===== config.mk =====
export PLATFORM = sky130hd
export DESIGN_NAME = worst_fit_block_allocator
export DESIGN_NICKNAME = d
export VERILOG_FILES = /design/src/sv/wfa_pkg.sv /design/src/sv/wfa_mem.sv /design/src/sv/wfa_ctrl.sv /design/src/sv/worst_fit_block_allocator.sv
export SDC_FILE = /design/constraint.sdc
export NUM_CORES = 2
export LEC_CHECK = 0
export ABC_AREA = 0
export BUFFER_PORTS_ARGS = -buffer_cell sky130_fd_sc_hd__buf_2
export CORE_MARGIN = 4
export CORE_UTILIZATION = 50
export CTS_CLUSTER_DIAMETER = 40
export DETAILED_ROUTE_END_ITERATION = 10
export HOLD_SLACK_MARGIN = 0.05
export PLACE_DENSITY = 0.65
export SKIP_LAST_GASP = 1
export SYNTH_ARGS = -nofsm -noshare
export SYNTH_HDL_FRONTEND = slang
export SYNTH_SLANG_ARGS = --single-unit

===== constraint.sdc =====
create_clock -name clock -period 9 [get_ports clock]
set_clock_uncertainty 0.2 [all_clocks]
set_input_delay 0.45 -clock clock [delete_from_list [all_inputs] [get_ports clock]]
set_output_delay 0.45 -clock clock [all_outputs]
set_load 0.01 [all_outputs]

===== src/sv/wfa_pkg.sv =====
package wfa_pkg;

   localparam int AddrWMax = 10;
   localparam int SizeW = 31;
   localparam int IdxW = 6;

   typedef enum logic [1:0] {
      OP_CLEAR   = 2'd0,
      OP_LOAD    = 2'd1,
      OP_REQUEST = 2'd2,
      OP_READ    = 2'd3
   } op_type;

   typedef enum logic [1:0] {
      STATUS_OK     = 2'd0,
      STATUS_NOFIT  = 2'd1,
      STATUS_FULL   = 2'd2,
      STATUS_BADIDX = 2'd3
   } status_type;

   typedef enum logic [1:0] {
      S_IDLE,
      S_SCAN,
      S_UPDATE,
      S_READ
   } state_type;

   typedef struct packed {
      op_type           op;
      logic [SizeW-1:0] size;
      logic [IdxW-1:0]  block_index;
   } req_type;

   typedef struct packed {
      status_type       status;
      logic [IdxW-1:0]  chosen_index;
      logic [SizeW-1:0] remaining_size;
      logic [SizeW-1:0] original_size;
   } rsp_type;

   typedef struct packed {
      logic             rem_we;
      logic             orig_we;
      logic [AddrWMax-1:0] wr_addr;
      logic [SizeW-1:0] wr_rem;
      logic [SizeW-1:0] wr_orig;
      logic [AddrWMax-1:0] rd_addr;
   } mem_cmd_type;

   typedef struct packed {
      logic [SizeW-1:0] rem;
      logic [SizeW-1:0] orig;
   } entry_type;

endpackage


===== src/sv/wfa_mem.sv =====
module wfa_mem #(
   parameter int DEPTH = 64,
   parameter int AW = 6
) (
   input  logic                 clock,
   input  wfa_pkg::mem_cmd_type cmd,
   output wfa_pkg::entry_type   rd_data
);
   import wfa_pkg::*;

   logic [SizeW-1:0] rem_mem [DEPTH];
   logic [SizeW-1:0] orig_mem [DEPTH];
   entry_type rd_data_ff;

   always_ff @(posedge clock) begin
      if (cmd.rem_we) begin
         rem_mem[cmd.wr_addr[AW-1:0]] <= cmd.wr_rem;
      end
      if (cmd.orig_we) begin
         orig_mem[cmd.wr_addr[AW-1:0]] <= cmd.wr_orig;
      end
      rd_data_ff.rem <= rem_mem[cmd.rd_addr[AW-1:0]];
      rd_data_ff.orig <= orig_mem[cmd.rd_addr[AW-1:0]];
   end

   assign rd_data = rd_data_ff;

endmodule


===== src/sv/wfa_ctrl.sv =====
module wfa_ctrl #(
   parameter int MAX_ENTRIES = 64,
   parameter int AW = 6,
   parameter int CW = 7
) (
   input  logic                 clock,
   input  logic                 reset,
   input  logic                 start,
   output logic                 busy,
   input  wfa_pkg::req_type     req_data,
   output logic                 rsp_strobe,
   output wfa_pkg::rsp_type     rsp_data,
   output wfa_pkg::mem_cmd_type cmd,
   input  wfa_pkg::entry_type   rd_data
);
   import wfa_pkg::*;

   state_type state_ff, state_in;
   logic [CW-1:0] count_ff, count_in;
   logic [CW-1:0] iss_ff, iss_in;
   logic dat_valid_ff, dat_valid_in;
   logic found_ff, found_in;
   logic rsp_valid_ff, rsp_valid_in;
   logic [AW-1:0] dat_idx_ff, dat_idx_in;
   logic [AW-1:0] best_idx_ff, best_idx_in;
   logic [SizeW-1:0] best_rem_ff, best_rem_in;
   logic [SizeW-1:0] best_orig_ff, best_orig_in;
   logic [SizeW-1:0] size_ff, size_in;
   rsp_type rsp_ff, rsp_in;

   logic rd_bad;
   logic scan_done;
   logic [SizeW-1:0] new_rem;

   assign busy = (state_ff != S_IDLE);
   assign rd_bad = (32'(req_data.block_index) >= 32'(count_ff))
                || (32'(req_data.block_index) >= MAX_ENTRIES);
   assign scan_done = dat_valid_ff && (iss_ff == count_ff);
   assign new_rem = best_rem_ff - size_ff;

   always_comb begin
      state_in = state_ff;
      case (state_ff)
         S_IDLE: begin
            if (start) begin
               if (req_data.op == OP_REQUEST && count_ff != '0) begin
                  state_in = S_SCAN;
               end else if (req_data.op == OP_READ && !rd_bad) begin
                  state_in = S_READ;
               end
            end
         end
         S_SCAN: begin
            if (scan_done) begin
               state_in = S_UPDATE;
            end
         end
         S_UPDATE: state_in = S_IDLE;
         S_READ:   state_in = S_IDLE;
         default:  state_in = S_IDLE;
      endcase
   end

   always_comb begin
      count_in = count_ff;
      iss_in = iss_ff;
      dat_valid_in = 1'b0;
      dat_idx_in = dat_idx_ff;
      found_in = found_ff;
      best_idx_in = best_idx_ff;
      best_rem_in = best_rem_ff;
      best_orig_in = best_orig_ff;
      size_in = size_ff;
      rsp_valid_in = 1'b0;
      rsp_in = rsp_ff;
      cmd = '0;
      case (state_ff)
         S_IDLE: begin
            if (start) begin
               size_in = req_data.size;
               case (req_data.op)
                  OP_CLEAR: begin
                     count_in = '0;
                     rsp_valid_in = 1'b1;
                     rsp_in = '{STATUS_OK, '0, '0, '0};
                  end
                  OP_LOAD: begin
                     rsp_valid_in = 1'b1;
                     if (32'(count_ff) >= MAX_ENTRIES) begin
                        rsp_in = '{STATUS_FULL, '0, '0, '0};
                     end else begin
                        cmd.rem_we = 1'b1;
                        cmd.orig_we = 1'b1;
                        cmd.wr_addr = AddrWMax'(count_ff[AW-1:0]);
                        cmd.wr_rem = req_data.size;
                        cmd.wr_orig = req_data.size;
                        count_in = count_ff + CW'(1);
                        rsp_in = '{STATUS_OK, IdxW'(count_ff), req_data.size,
                                   req_data.size};
                     end
                  end
                  OP_REQUEST: begin
                     found_in = 1'b0;
                     if (count_ff == '0) begin
                        rsp_valid_in = 1'b1;
                        rsp_in = '{STATUS_NOFIT, '0, '0, '0};
                     end else begin
                        cmd.rd_addr = '0;
                        iss_in = CW'(1);
                        dat_valid_in = 1'b1;
                        dat_idx_in = '0;
                     end
                  end
                  OP_READ: begin
                     if (rd_bad) begin
                        rsp_valid_in = 1'b1;
                        rsp_in = '{STATUS_BADIDX, '0, '0, '0};
                     end else begin
                        cmd.rd_addr = AddrWMax'(req_data.block_index);
                        dat_idx_in = AW'(req_data.block_index);
                     end
                  end
                  default: begin
                     rsp_valid_in = 1'b0;
                  end
               endcase
            end
         end
         S_SCAN: begin
            if (iss_ff < count_ff) begin
               cmd.rd_addr = AddrWMax'(iss_ff[AW-1:0]);
               iss_in = iss_ff + CW'(1);
               dat_valid_in = 1'b1;
               dat_idx_in = iss_ff[AW-1:0];
            end
            if (dat_valid_ff && rd_data.rem >= size_ff
                && (!found_ff || rd_data.rem > best_rem_ff)) begin
               found_in = 1'b1;
               best_idx_in = dat_idx_ff;
               best_rem_in = rd_data.rem;
               best_orig_in = rd_data.orig;
            end
         end
         S_UPDATE: begin
            rsp_valid_in = 1'b1;
            if (found_ff) begin
               cmd.rem_we = 1'b1;
               cmd.wr_addr = AddrWMax'(best_idx_ff);
               cmd.wr_rem = new_rem;
               rsp_in = '{STATUS_OK, IdxW'(best_idx_ff), new_rem, best_orig_ff};
            end else begin
               rsp_in = '{STATUS_NOFIT, '0, '0, '0};
            end
         end
         S_READ: begin
            rsp_valid_in = 1'b1;
            rsp_in = '{STATUS_OK, IdxW'(dat_idx_ff), rd_data.rem, rd_data.orig};
         end
         default: begin
            rsp_valid_in = 1'b0;
         end
      endcase
   end

   always_ff @(posedge clock) begin
      if (reset) begin
         state_ff <= S_IDLE;
         count_ff <= '0;
         iss_ff <= '0;
         dat_valid_ff <= 1'b0;
         found_ff <= 1'b0;
         rsp_valid_ff <= 1'b0;
      end else begin
         state_ff <= state_in;
         count_ff <= count_in;
         iss_ff <= iss_in;
         dat_valid_ff <= dat_valid_in;
         found_ff <= found_in;
         rsp_valid_ff <= rsp_valid_in;
      end
   end

   always_ff @(posedge clock) begin
      dat_idx_ff <= dat_idx_in;
      best_idx_ff <= best_idx_in;
      best_rem_ff <= best_rem_in;
      best_orig_ff <= best_orig_in;
      size_ff <= size_in;
      rsp_ff <= rsp_in;
   end

   assign rsp_strobe = rsp_valid_ff;
   assign rsp_data = rsp_ff;

endmodule


===== src/sv/worst_fit_block_allocator.sv =====
// Clear, load, a full-table load, a no-fit request on an empty table and a bad read
// give their beat in the cycle after acceptance; a good read first waits in S_READ for the registered memory read.
// A request on a table of N blocks scans all N of them through the registered read port
// of the block memory, then updates in S_UPDATE; busy is high meanwhile.
// The receiver cannot stall; each result beat is shown for one cycle.
// Synchronous reset empties the table; block memory contents are not cleared.
module worst_fit_block_allocator #(
   parameter int MAX_ENTRIES = 64
) (
   input  logic             clock,
   input  logic             reset,
   input  logic             start,
   output logic             busy,
   input  wfa_pkg::req_type req_data,
   output logic             rsp_strobe,
   output wfa_pkg::rsp_type rsp_data
);
   import wfa_pkg::*;

   localparam int AW = (MAX_ENTRIES > 1) ? $clog2(MAX_ENTRIES) : 1;
   localparam int CW = $clog2(MAX_ENTRIES + 1);

   mem_cmd_type cmd;
   entry_type rd_data;

   wfa_mem #(
      .DEPTH(MAX_ENTRIES),
      .AW(AW)
   ) u_mem (
      .clock(clock),
      .cmd(cmd),
      .rd_data(rd_data)
   );

   wfa_ctrl #(
      .MAX_ENTRIES(MAX_ENTRIES),
      .AW(AW),
      .CW(CW)
   ) u_ctrl (
      .clock(clock),
      .reset(reset),
      .start(start),
      .busy(busy),
      .req_data(req_data),
      .rsp_strobe(rsp_strobe),
      .rsp_data(rsp_data),
      .cmd(cmd),
      .rd_data(rd_data)
   );

   a_rsp_idle: assert property (@(posedge clock) disable iff (reset)
      rsp_strobe |-> !busy)
      else $error("result beat while busy");

   a_clear_rsp: assert property (@(posedge clock) disable iff (reset)
      (start && !busy && req_data.op == OP_CLEAR) |=> (rsp_strobe && !busy))
      else $error("clear gave no result beat");

   a_rem_le_orig: assert property (@(posedge clock) disable iff (reset)
      (rsp_strobe && rsp_data.status == STATUS_OK)
      |-> (rsp_data.remaining_size <= rsp_data.original_size))
      else $error("remaining size exceeds original size");

   a_busy_cause: assert property (@(posedge clock) disable iff (reset)
      $rose(busy) |-> $past(start))
      else $error("busy rose without an accepted item");

endmodule


==> flow_metrics.py <==
metrics = {
    "outcome": {
        "status": "complete, but fails checks",
        "violations": "max-capacitance violations, max-slew violations",
    },
    "worst_setup_path": {
        "regToRegSetupSlack_ns": 1.99,
        "crit_path_end_kind": "flip-flop",
        "r2r-start": "u_ctrl.state_ff[0]",
        "crit_required_ns": 9.62,
        "r2r_end": "u_mem.rd_data[10]",
        "cpPeakStageDelay_ns": 0.95,
        "path_cells": "buf_4, nor2b_1, nor3b_1, buf_4, a22o_4, buf_4, buf_4, mux4_2, a22oi_1, o211ai_1, nor4_1, nor4_1",
        "slowest_stage": "nor4_1",
        "crit_arrival_ns": 7.63,
        "reg2regPathDepth": 12,
        "crit_type": "flip-flop to flip-flop",
        "crit_path_start_kind": "flip-flop",
        "crit_path_frequent_cell": "buf_4",
        "cp_max_fo": 39,
    },
    "clocking": {
        "cts_resized": 0,
        "post_cts_buffers": 0,
        "cts_sinks": 4224,
        "cts_root_buf": "clkbuf_16",
        "cts_made_buffers": 480,
        "insertion_delay_ns": 0.99,
        "h-tree-depth": 5,
        "hold_buffers": 78,
        "cts_tree": "done",
        "cts_max_path_buffers": 4,
        "cts.clk_slew.worst_paths_ns": 0.06,
    },
    "cells_and_area": {
        "final_common_cell": "edfxtp_1",
        "finalNetCount": 9829,
        "fin_area_sq_um": 188000,
        "num-fill-cells": 23700,
        "drive_above_1_share": 0.181,
        "fin_util": 0.578,
        "seqCellArea_sq_um": 126000,
        "multi_input_area_sq_um": 36600,
        "final_cell_mix": "edfxtp_1 (4143), nand2_1 (1229), a21oi_1 (554)",
        "syn_to_final_growth_pct": 14.8,
    },
    "logic_synthesis": {
        "ys_types": 71,
        "async_reset_ff_frac": 0,
        "netlist_instances": 9318,
        "yosysSeqAreaShare": 0.770,
        "avgSynthCellArea_sq_um": 17.6,
        "synth_edf_count": 4143,
        "synth-warning-count": 0,
        "ys_ff_latch": 4224,
        "synthFlopType": "edfxtp_1",
        "syn_nets": 9469,
        "syn-cell-area_sq_um": 164000,
    },
    "power": {
        "cellLeakagePower_nw": 64.3,
        "finalPower_mw": 42.7,
        "p_switching_mw": 8.94,
        "clkPwrFrac": 0.468,
        "p_seq_frac": 0.508,
        "powerDensity_nw_per_um2": 227,
        "ir_worst_vdd_uv": 259,
        "pwr-share-comb": 0.025,
        "internal_power_mw": 33.7,
        "switching_share": 0.209,
    },
    "sta": {
        "fin_tns_setup_ns": 0,
        "timing.fmax_mhz": 143,
        "min_period_over_period": 0.779,
        "rsz0062_at_grt": "false",
        "max_slew_margin": -0.0313,
        "setup_violations": 0,
        "post-route-min-period_ns": 7.01,
        "hold_violations": 0,
        "worst_slack_ns": 1.99,
        "worst_pin_slew_ns": 1.55,
        "drv_slew": 4,
    },
    "worst_hold_path": {
        "holdPathStages": 2,
        "hp-class": "primary input to flip-flop",
        "hold_start": "req_data[29]",
        "hold_end": "u_ctrl.size_ff[23]",
    },
    "drt": {
        "antenna_left": 0,
        "drc": 0,
        "via_per_inst": 6.46,
        "drtPass1Iterations": 7,
        "vias": 93200,
        "drt-initial-drc-count": 14600,
        "wl_per_cell_microns": 33.3,
        "wl_mm": 480,
    },
    "grt": {
        "grt_antenna_before_repair": 48,
        "grt_pass1_vias": 87900,
        "grt_usage": 0.278,
        "grt-ovfl-total": 0,
        "grt_max_degree": 153,
        "grt_pass1_wl_mm": 670,
    },
    "job": {
        "maxCapViolations": 3,
    },
    "floorplan": {
        "start_util": 0.504,
        "pin_count": 114,
        "core_sq_um": 325000,
        "die_x_microns": 580,
        "rows": 209,
        "die_h_microns": 580,
        "die_area_sq_um": 337000,
    },
    "place": {
        "dpl-instance-area_sq_um": 171000,
        "hpwl_mm": 277,
        "dp_slack_ns": 2.40,
        "place.gp.congestion": 0.915,
        "portBuffers": 113,
    },
}
[power groups by stage]
stage          clock (mW)  combinational (mW)  sequential (mW)
2_1_floorplan           0               0.511             22.0
3_3_place_gp            0               0.978             22.1
4_1_cts              20.1                1.03             21.7
5_1_grt              21.0                1.11             21.6
3_5_place_dp            0                1.00             22.1
6_report             20.0                1.06             21.7
[per-stage QoR]
| step | instances | hold WS (ns) |
|---|---|---|
| after CTS | 14400 | 0.0538 |
| after global placement | 13400 | 0.255 |
| after detailed placement | 13400 | 0.264 |
| after global routing | 14400 | 0.0946 |
| after floorplan | 9318 | 0.209 |
| final | 14400 | 0.122 |
[cell type report]
type,instances,share of cell area
inverter,97,0.00196
clock inverter,332,0.0204
clock buffer,565,0.0669
timing repair buffer,401,0.0170
antenna,11,0.000146
tap,4325,0.0288
sequential,4224,0.670
multi-input combinational,4474,0.195
[routing by layer]
| metal | track usage | routed length, microns | up-vias |
|---|---|---|---|
| li1 | - | - | 37900 |
| met1 | 0.407 | 186000 | 48100 |
| met2 | 0.400 | 211000 | 6270 |
| met3 | 0.0820 | 65600 | 792 |
| met4 | 0.0929 | 17300 | 20 |
| met5 | 0.00340 | 276 | - |
[synthesized netlist by cell type, types with 105 or more instances]
cell type / n / share of area
nor4_1: 117 / 0.0045
nor2_1: 223 / 0.0051
o221ai_1: 105 / 0.0056
edfxtp_1: 4143 / 0.76
mux2i_1: 496 / 0.030
a22oi_1: 215 / 0.0099
buf_2: 193 / 0.0059
mux4_2: 470 / 0.065
nand2_1: 1247 / 0.029
ha_1: 108 / 0.0083
o22ai_1: 131 / 0.0050
a21oi_1: 555 / 0.017
clkbuf_1: 251 / 0.0058
[logic make-up (layout without fill, tap and decap cells)]
logic type,count (synthesis),count (layout),share of synthesized area
AO/OA/AOI/OAI,1463,1463,0.0586
XOR/XNOR,31,31,0.00166
adder cells (fa/ha/maj),109,109,0.00837
buffers and inverters,620,1395,0.0172
flip-flops,4224,4224,0.770
multiplexers,968,968,0.0951
other,0,11,0
AND/OR/NAND/NOR,1903,1903,0.0495
[worst max-delay path by stage]
| stage | startpoint | end | slack (ns) | cells past startpoint |
|---|---|---|---|---|
| 6_report | u_ctrl.state_ff[0] | u_mem.rd_data[10] | 1.99 | 12 |
| 5_1_grt | u_ctrl.state_ff[0] | u_mem.rd_data[10] | 1.79 | 12 |
| 4_1_cts | u_ctrl.state_ff[0] | u_mem.rd_data[10] | 2.38 | 12 |
| 3_5_place_dp | req_data[0] | u_mem.rd_data[9] | 2.40 | 13 |
| 3_3_place_gp | req_data[0] | u_mem.rd_data[9] | 2.27 | 13 |
| 2_1_floorplan | u_ctrl.size_ff[1] | u_ctrl.best_idx_ff[0] | 2.15 | 11 |
[worst max-delay path, delay by kind of cell (launching register included)]
family	cells	cell delay, ns
multiplexers	1	0.36
buffers and inverters	4	1.84
AND/OR/NAND/NOR	4	2.30
AO/OA/AOI/OAI	3	1.33
flip-flops	1	0.61
[sequential cells by signal, indices dropped and copies added, names as in the netlist, 2 cells and up]
| name | count |
|---|---|
| u_ctrl.state_ff | 2 |
| u_ctrl.count_ff | 7 |
| u_ctrl.rsp_data | 70 |
| u_ctrl.best_idx_ff | 6 |
| u_mem.orig_mem | 1984 |
| u_ctrl.size_ff | 31 |
| u_ctrl.best_rem_ff | 31 |
| u_ctrl.iss_ff | 7 |
| u_mem.rd_data | 62 |
| u_ctrl.dat_idx_ff | 6 |
| u_mem.rem_mem | 1984 |
| u_ctrl.best_orig_ff | 31 |
No activity file was read; power rests on OpenSTA's default activity.
